--- src/design/vnth_pkg.sv ---
package vnth_pkg;

    // Octave cell sizes as shift counts: cell size is 1 << shift.
    localparam int COARSE_SHIFT = 7;
    localparam int FINE_SHIFT = 5;
    localparam int MIN_SHIFT = (COARSE_SHIFT < FINE_SHIFT) ? COARSE_SHIFT : FINE_SHIFT;
    localparam int MAX_SHIFT = (COARSE_SHIFT > FINE_SHIFT) ? COARSE_SHIFT : FINE_SHIFT;

    // Build limits and the clamp window derived from them.
    localparam int BUILD_FLOOR_Y = -64;
    localparam int BUILD_CEIL_Y = 320;
    localparam int SUM_W = 12;
    localparam logic signed [SUM_W-1:0] HEIGHT_LO = SUM_W'(BUILD_FLOOR_Y + 5);
    localparam logic signed [SUM_W-1:0] HEIGHT_HI = SUM_W'(BUILD_CEIL_Y - 2);

    // Hash constants.
    localparam logic [63:0] MIX_GOLDEN = 64'h9E3779B97F4A7C15;
    localparam logic [63:0] MIX_MUL1 = 64'hBF58476D1CE4E5B9;
    localparam logic [63:0] MIX_MUL2 = 64'h94D049BB133111EB;
    localparam logic [63:0] FINE_SALT = 64'hD1B54A32D192ED03;

    // Depth of one hash pipeline and of the whole back end.
    localparam int MIX_LAT = 5;
    localparam int PIPE_LAT = 2 * MIX_LAT + 6;

    // Widths of cell indices, in-cell offsets and weights.
    localparam int CELL_W = 33 - MIN_SHIFT;
    localparam int FRAC_W = MAX_SHIFT;
    localparam int WGT_W = FRAC_W + 1;

    // Configuration register indexes.
    localparam int CFG_IDX_W = 1;
    localparam logic [CFG_IDX_W-1:0] REG_WORLD_SEED = 1'b0;
    localparam logic [CFG_IDX_W-1:0] REG_BASE_HEIGHT = 1'b1;
    localparam logic [9:0] BASE_HEIGHT_RESET = 10'd63;

    // Cell position of one column within one octave.
    typedef struct packed {
        logic [CELL_W-1:0] cx0;
        logic [CELL_W-1:0] cx1;
        logic [CELL_W-1:0] cz0;
        logic [CELL_W-1:0] cz1;
        logic [FRAC_W-1:0] lx;
        logic [FRAC_W-1:0] lz;
    } oct_pos_t;

    // Item passed from the front end to the back end; index 0 is coarse.
    typedef struct packed {
        oct_pos_t [1:0] oct;
    } cell_item_t;

    typedef struct packed {
        logic [FRAC_W-1:0] lx;
        logic [FRAC_W-1:0] lz;
    } frac_t;

    typedef struct packed {
        logic signed [9:0] terrain_height;
        logic signed [15:0] coarse_noise;
        logic signed [15:0] fine_noise;
    } result_t;

    function automatic int oct_shift(input int oct);
        return (oct == 0) ? COARSE_SHIFT : FINE_SHIFT;
    endfunction

endpackage

--- src/design/vnth_fifo.sv ---
module vnth_fifo #(
    parameter int DEPTH = 2,
    parameter int WIDTH = 8
) (
    input  logic             clk,
    input  logic             rst_n,
    input  logic             push,
    input  logic [WIDTH-1:0] push_data,
    output logic             full,
    input  logic             pop,
    output logic [WIDTH-1:0] pop_data,
    output logic             empty
);
    localparam int PTR_W = (DEPTH > 1) ? $clog2(DEPTH) : 1;
    localparam int CNT_W = $clog2(DEPTH + 1);

    logic [WIDTH-1:0] mem_reg [DEPTH];
    logic [PTR_W-1:0] wr_ptr_reg;
    logic [PTR_W-1:0] rd_ptr_reg;
    logic [CNT_W-1:0] count_reg;
    logic             pop_fire;

    assign pop_fire = pop & ~empty;
    assign empty = (count_reg == '0);
    assign full = (count_reg == CNT_W'(DEPTH));
    assign pop_data = mem_reg[rd_ptr_reg];

    // Storage; a push while full is allowed only together with a pop.
    always_ff @(posedge clk)
    begin
        if (push)
        begin
            mem_reg[wr_ptr_reg] <= push_data;
        end
    end

    // Pointers and fill count.
    always_ff @(posedge clk or negedge rst_n)
    begin
        if (!rst_n)
        begin
            wr_ptr_reg <= '0;
            rd_ptr_reg <= '0;
            count_reg <= '0;
        end
        else
        begin
            if (push)
            begin
                wr_ptr_reg <= (wr_ptr_reg == PTR_W'(DEPTH - 1)) ? '0 : wr_ptr_reg + 1'b1;
            end
            if (pop_fire)
            begin
                rd_ptr_reg <= (rd_ptr_reg == PTR_W'(DEPTH - 1)) ? '0 : rd_ptr_reg + 1'b1;
            end
            unique case ({push, pop_fire})
                2'b10:   count_reg <= count_reg + 1'b1;
                2'b01:   count_reg <= count_reg - 1'b1;
                default: count_reg <= count_reg;
            endcase
        end
    end
endmodule

--- src/design/vnth_front.sv ---
module vnth_front (
    input  logic                clk,
    input  logic                rst_n,
    input  logic                push,
    output logic                full,
    input  logic signed [31:0]  x_coord,
    input  logic signed [31:0]  z_coord,
    output vnth_pkg::cell_item_t item,
    output logic                item_valid,
    input  logic                item_take
);
    import vnth_pkg::*;

    cell_item_t col_pos;
    logic       item_empty;
    logic       push_fire;

    // Floor division by a power-of-two cell size is an arithmetic shift;
    // the offset inside the cell is the low bits.
    for (genvar o = 0; o < 2; o++)
    begin : g_oct
        localparam int SH = oct_shift(o);
        always_comb
        begin
            col_pos.oct[o].cx0 = CELL_W'(x_coord >>> SH);
            col_pos.oct[o].cz0 = CELL_W'(z_coord >>> SH);
            col_pos.oct[o].cx1 = CELL_W'(x_coord >>> SH) + 1'b1;
            col_pos.oct[o].cz1 = CELL_W'(z_coord >>> SH) + 1'b1;
            col_pos.oct[o].lx = FRAC_W'(x_coord[SH-1:0]);
            col_pos.oct[o].lz = FRAC_W'(z_coord[SH-1:0]);
        end
    end

    assign push_fire = push & ~full;

    // Short queue that decouples intake from the hash pipeline.
    vnth_fifo #(
        .DEPTH(2),
        .WIDTH($bits(cell_item_t))
    ) u_cell_q (
        .clk(clk),
        .rst_n(rst_n),
        .push(push_fire),
        .push_data(col_pos),
        .full(full),
        .pop(item_take),
        .pop_data(item),
        .empty(item_empty)
    );

    assign item_valid = ~item_empty;
endmodule

--- config.mk ---
export PLATFORM = sky130hd
export DESIGN_NAME = vnth_front
export DESIGN_NICKNAME = d
export VERILOG_FILES = /design/src/design/vnth_pkg.sv /design/src/design/vnth_fifo.sv /design/src/design/vnth_front.sv
export SDC_FILE = /design/constraint.sdc
export NUM_CORES = 1
export LEC_CHECK = 0
export ABC_CLOCK_PERIOD_IN_PS = 12200
export BUFFER_PORTS_ARGS = -buffer_cell sky130_fd_sc_hd__clkbuf_2
export CAP_MARGIN = 15
export CORE_MARGIN = 5
export CORE_UTILIZATION = 55
export DETAILED_ROUTE_END_ITERATION = 12
export GPL_ROUTABILITY_DRIVEN = 0
export GPL_TIMING_DRIVEN = 0
export PLACE_DENSITY_LB_ADDON = 0.25
export SYNTH_ARGS = -nofsm -noshare
export SYNTH_HDL_FRONTEND = slang
export SYNTH_SLANG_ARGS = --single-unit
export TNS_END_PERCENT = 50
--- constraint.sdc ---
create_clock -name clk -period 12.2 [get_ports clk]
set_clock_uncertainty 0.2 [all_clocks]
set_input_delay 2.44 -clock clk [delete_from_list [all_inputs] [get_ports clk]]
set_output_delay 2.44 -clock clk [all_outputs]
set_load 0.01 [all_outputs]
==> impl_metrics.toml, run 1 <==
[floorplan]
ios = 322
placementRows = 61
dieArea_mm2 = 0.0311
start_util_pct = 55.3
design.core.area_mm2 = 0.0276
die_y_um = 176
fp.dieW_um = 176

[sta]
maxSlewHeadroom_pct = 44.5
fin_crit_sh_pct = 42.5
worst_pin_slew_ns = 0.832
slew_viol_final = 0
rsz0062_at_grt = "false"
hold_violations = 0
max_freq_mhz = 193
finalSetupViolCount = 0
period_needed_ns = 5.19

[logic_synthesis]
synthArstFlopShare_pct = 1.15
ys_seq_area_share_pct = 68.5
ys_types = 39
ys.flop_type = "edfxtp_1"
avgSynthCellArea_um2 = 16.8
syn_area_mm2 = 0.0152
postSynthCellCount = 909
synth_edf_count = 344
ys_ff_latch = 348
yosysWarnings = 0

[drt]
drc = 0
viasPerCell = 5.29
ant_nets = 0
initialDrtViolationCount = 543
drt-total-wl_mm = 33.5
vias = 8842
wl_per_cell_um = 20.0
drtPass1Iterations = 5

[power_and_ir_drop]
ir_worst_vdd_mv = 0.143
power_density_mw_per_mm2 = 230
p_leak_nw = 7.07

[clock_tree]
holdBufCountCts = 0
cts.sinks = 348
numCtsBuffers = 37
clk_pin_slew_ns = 0.06
cts-root-buf = "clkbuf_16"
h-tree-depth = 2
post_cts_buffers = 0
cts_tree = "done"
worstSkewPairLatency_ns = 0.50
cts_resized = 0
clock_path_buffers = 3

[placement]
dpl-instance-area_mm2 = 0.0175
dp_hpwl_mm = 23.8
io_buffers = 317
dp.cells = 1615

[worst_setup_path]
path_buf_inv = 4
cp-start-kind = "register"
path_cells = "clkbuf_1, buf_2, mux2_2, buf_4, clkbuf_2"
path_class = "register to output port"
crit_required_ns = 9.56
cp_top_family = "buffers and inverters"
arrival_ns = 2.55
crit_path_end_kind = "output port"
slowest_delay_ns = 0.54
slowest_stage = "clkbuf_1"
crit_path_max_fanout = 10

[flow_run]
drv_cap = 0

[finish]
fin_util_pct = 67.2
diodes = 0
syn_to_final_growth_pct = 21.5
layout.cells.non_filler = 1673
drive_gt1_share_pct = 52.3
nets = 1349
largest_register_ffs = 344
design_area_mm2 = 0.0185

[global_routing]
overflow = 0
grt_max_degree = 62
grt_pass1_vias = 8935
grt.total_usage_pct = 21.0
grt_first_pass_wirelength_mm = 50.6
antenna_found_initial = 0

[run_status]
outcome = "completed"

[hold_path]
hold_path.class = "register to register"
## layer usage
layer / vias up / part of all wire [%] / track usage (%)
li1: 4069 / - / -
met2: 349 / 49 / 35.3
met5: - / 0 / 0
met3: 60 / 7.6 / 5.14
met1: 4364 / 41 / 27.7
met4: 0 / 2.2 / 5.71
## cells in the mapped netlist, types with 2 or more instances
| cell type | number | area [um2] |
|---|---|---|
| mux2_2 | 172 | 1940 |
| ha_1 | 5 | 62.6 |
| nand3_2 | 4 | 40.0 |
| nor3_2 | 4 | 40.0 |
| a21boi_0 | 2 | 15.0 |
| dfrtp_1 | 4 | 100 |
| buf_2 | 22 | 110 |
| nor4_4 | 5 | 106 |
| nor3_1 | 7 | 35.0 |
| and2_1 | 2 | 12.5 |
| nand3_1 | 17 | 85.1 |
| nor2_1 | 18 | 67.6 |
| clkbuf_1 | 7 | 26.3 |
| nand2_1 | 38 | 143 |
| and4_1 | 7 | 61.3 |
| o31a_1 | 2 | 17.5 |
| xor2_1 | 38 | 333 |
| and3_1 | 7 | 43.8 |
| inv_1 | 5 | 18.8 |
| edfxtp_1 | 344 | 10300 |
| nand2b_1 | 5 | 31.3 |
| clkbuf_2 | 3 | 15.0 |
| nand4_2 | 3 | 37.5 |
| nor2_2 | 2 | 12.5 |
| buf_4 | 81 | 608 |
| nand4_1 | 24 | 150 |
| nand4_4 | 4 | 85.1 |
| nor4_1 | 4 | 25.0 |
| xnor2_1 | 63 | 552 |
## power breakdown
part           total (W)  switching [W]  internal, W
registers        0.00169      0.0000553      0.00163
clock network   0.000964       0.000411     0.000553
logic            0.00160       0.000868     0.000730
## kinds of logic (layout without fill, tap and decap cells)
| kind of cell | count (synthesis) | count (layout) | synth area share [%] |
|---|---|---|---|
| other | 1 | 4 | 0.0246 |
| AO/OA/AOI/OAI | 4 | 4 | 0.214 |
| buffers and inverters | 120 | 503 | 5.41 |
| flip-flops | 348 | 348 | 68.5 |
| adder cells (fa/ha/maj) | 5 | 5 | 0.411 |
| AND/OR/NAND/NOR | 158 | 158 | 6.93 |
| XOR/XNOR | 101 | 101 | 5.81 |
| multiplexers | 172 | 172 | 12.7 |
## through the flow
stage	setup slack, ns	hold slack, ns	power [W]	TNS (ns)
floorplan	1.62	0.257	0.00274	0
global placement	-2.79	0.273	0.00338	-476.49
detailed placement	7.38	0.281	0.00334	0
CTS	6.84	0.291	0.00431	0
global route	6.79	0.336	0.00447	0
finish	7.01	0.288	0.00425	0
## worst paths after layout
kind                                            start                        to  slack (ns)  depth (start not counted)
worst max-delay path              u_cell_q.rd_ptr_reg                  item[68]        7.01                          5
worst min-delay path            u_cell_q.count_reg[1]     u_cell_q.count_reg[1]        0.29                          1
worst max register to register  u_cell_q.count_reg[0]  u_cell_q.mem_reg[0][140]        9.59                          6
worst min register to register  u_cell_q.count_reg[1]     u_cell_q.count_reg[1]        0.29                          1
max in group asynchronous                       rst_n       u_cell_q.wr_ptr_reg       10.13                          1
min in group asynchronous                       rst_n     u_cell_q.count_reg[0]        1.54                          1
## cell usage in the layout (no fill, tap or decap), types with 2 or more instances in the layout
master / n
inv_1: 5
clkbuf_2: 320
nor4_1: 4
edfxtp_1: 344
buf_2: 22
nand4_1: 24
nand2b_1: 5
o31a_1: 2
nand4_2: 3
nor2_2: 2
nor3_2: 4
dfrtp_1: 4
nor3_1: 7
buf_4: 81
nor2_1: 17
conb_1: 4
and4_1: 7
nor4_4: 5
nand2_1: 38
clkbuf_1: 19
clkinv_2: 6
xnor2_1: 63
xor2_1: 38
nand4_4: 4
nand3_2: 4
buf_16: 3
and3_1: 6
mux2_2: 172
ha_1: 5
and2_1: 2
clkinv_1: 3
a21boi_0: 2
nand3_1: 17
buf_12: 5
clkbuf_16: 37
## cell type report
class	count	area [um2]
clock inverters	9	41.3
plain buffers	115	806
multi-input cells	444	4000
flip-flops and latches	348	10400
inverters	5	18.8
clock buffers	49	971
repair buffers	325	1770
fillers	1949	9040
well taps	378	473
No activity file was read; power rests on OpenSTA's default activity.
==> run 2: changes to the inputs <==
Settings changed: ABC_CLOCK_PERIOD_IN_PS 12200 to 4600, CORE_UTILIZATION 55 to 50.
Clock period 12.2 ns to 4.6 ns, I/O delays scaled along.
==> impl_metrics.toml, run 2 (synthesized netlist as in run 1, its figures left out) <==
[drt]
drtPass1Iterations = 5
initialDrtViolationCount = 439
drt-total-wl_mm = 33.6
vias = 8784
drc = 0
wl_per_cell_um = 19.7
viasPerCell = 5.17
ant_nets = 0

[placement]
io_buffers = 317
place_ws_ns = 1.22
dp_hpwl_mm = 24.1

[global_routing]
overflow = 0
antenna_found_initial = 1
grt_pass1_vias = 8848
grt_max_degree = 50
grt_first_pass_wirelength_mm = 50.7
grt.total_usage_pct = 19.3

[worst_setup_path]
cp-start-kind = "register"
crit_required_ns = 3.48
crit_path_max_fanout = 10
crit_path_end_kind = "output port"
arrival_ns = 2.68
path_class = "register to output port"

[clock_tree]
clk_pin_slew_ns = 0.05
cts.sinks = 348
worstSkewPairLatency_ns = 0.49
cts-root-buf = "clkbuf_16"
clock_path_buffers = 3
post_cts_buffers = 0
cts_tree = "done"
numCtsBuffers = 37
h-tree-depth = 2

[finish]
fill_cells = 2325
fin_util_pct = 61.5
multi_input_area_mm2 = 0.00400
largest_register_ffs = 344
nets = 1351
drive_gt1_share_pct = 52.5
syn_to_final_growth_pct = 22.6
seq_area_mm2 = 0.0104
final_cell_mix = "edfxtp_1 (344), clkbuf_2 (320), mux2_2 (172)"
final_common_cell = "edfxtp_1"

[sta]
fin_crit_sh_pct = 82.7
period_needed_ns = 3.80
tns_ns = 0
hold_slack_ns = 0.285
hold_violations = 0
fin_ws_ns = 0.796
max_freq_mhz = 263
rsz0062_at_grt = "false"
worst_pin_slew_ns = 0.812
slew_viol_final = 0
finalSetupViolCount = 0
maxSlewHeadroom_pct = 45.9

[floorplan]
start_util_pct = 50.2
fp.dieW_um = 185
die_y_um = 185
ios = 322
design.core.area_mm2 = 0.0303
placementRows = 64
dieArea_mm2 = 0.0341

[power_and_ir_drop]
ir_worst_vdd_mv = 0.381
power_density_mw_per_mm2 = 616
p_leak_nw = 7.14

[run_status]
outcome = "completed"

[flow_run]
drv_cap = 0

[hold_path]
hold_path.class = "register to register"
==> run 2: critical path, stage by stage, from the launching register on <==
cell      delay (ns)
dfrtp_1         0.36
clkbuf_1        0.62
buf_2           0.45
mux2_2          0.47
buf_4           0.16
clkbuf_2        0.12
==> run 2: what timing repair did <==
item | 4_1_cts | 5_1_grt
endpoints found under the hold margin | 1 | 0
hold buffers | 1 | 0
resized for setup | 0 | 0
==> run 2: final timing paths <==
| check | startpoint | endpoint | cells past startpoint | slack [ns] |
|---|---|---|---|---|
| worst max-delay path | u_cell_q.rd_ptr_reg | item[68] | 5 | 0.80 |
| worst min-delay path | u_cell_q.count_reg[1] | u_cell_q.count_reg[1] | 1 | 0.29 |
| worst max register to register | u_cell_q.count_reg[0] | u_cell_q.mem_reg[1][226] | 4 | 2.20 |
| worst min register to register | u_cell_q.count_reg[1] | u_cell_q.count_reg[1] | 1 | 0.29 |
| max in group asynchronous | rst_n | u_cell_q.count_reg[1] | 2 | 3.48 |
| min in group asynchronous | rst_n | u_cell_q.rd_ptr_reg | 2 | 0.58 |
==> run 2: area by class of cell <==
type | count | share of cell area (%)
tap | 396 | 2.65
clock buffer | 48 | 5.18
multi-input combinational | 444 | 21.4
antenna | 1 | 0.0134
timing repair buffer | 327 | 9.64
sequential | 348 | 55.9
inverter | 5 | 0.101
buffer | 115 | 4.32
clock inverter | 16 | 0.818
==> run 2: report_power, final <==
part / switching, W / internal, W / leakage [nW] / total [W]
clock: 0.00112 / 0.00165 / 0.549 / 0.00277
combinational: 0.00230 / 0.00195 / 3.35 / 0.00425
sequential: 0.000143 / 0.00433 / 3.24 / 0.00447
==> run 2: per-stage QoR <==
step / cell area (um2) / instances / power (W)
CTS: 18700 / 1699 / 0.0117
floorplan: 15200 / 912 / 0.00718
detailed placement: 17500 / 1634 / 0.00887
finish: 18700 / 1700 / 0.0115
global route: 18700 / 1700 / 0.0121
global placement: 17300 / 1625 / 0.00885
==> run 2: metal layers <==
layer / share of wire, % / vias up / GRT usage (%)
met5: 0 / - / 0
met4: 2.1 / 0 / 5.29
met3: 7.5 / 50 / 4.32
met2: 50 / 316 / 32.4
met1: 41 / 4331 / 25.7
li1: - / 4087 / -
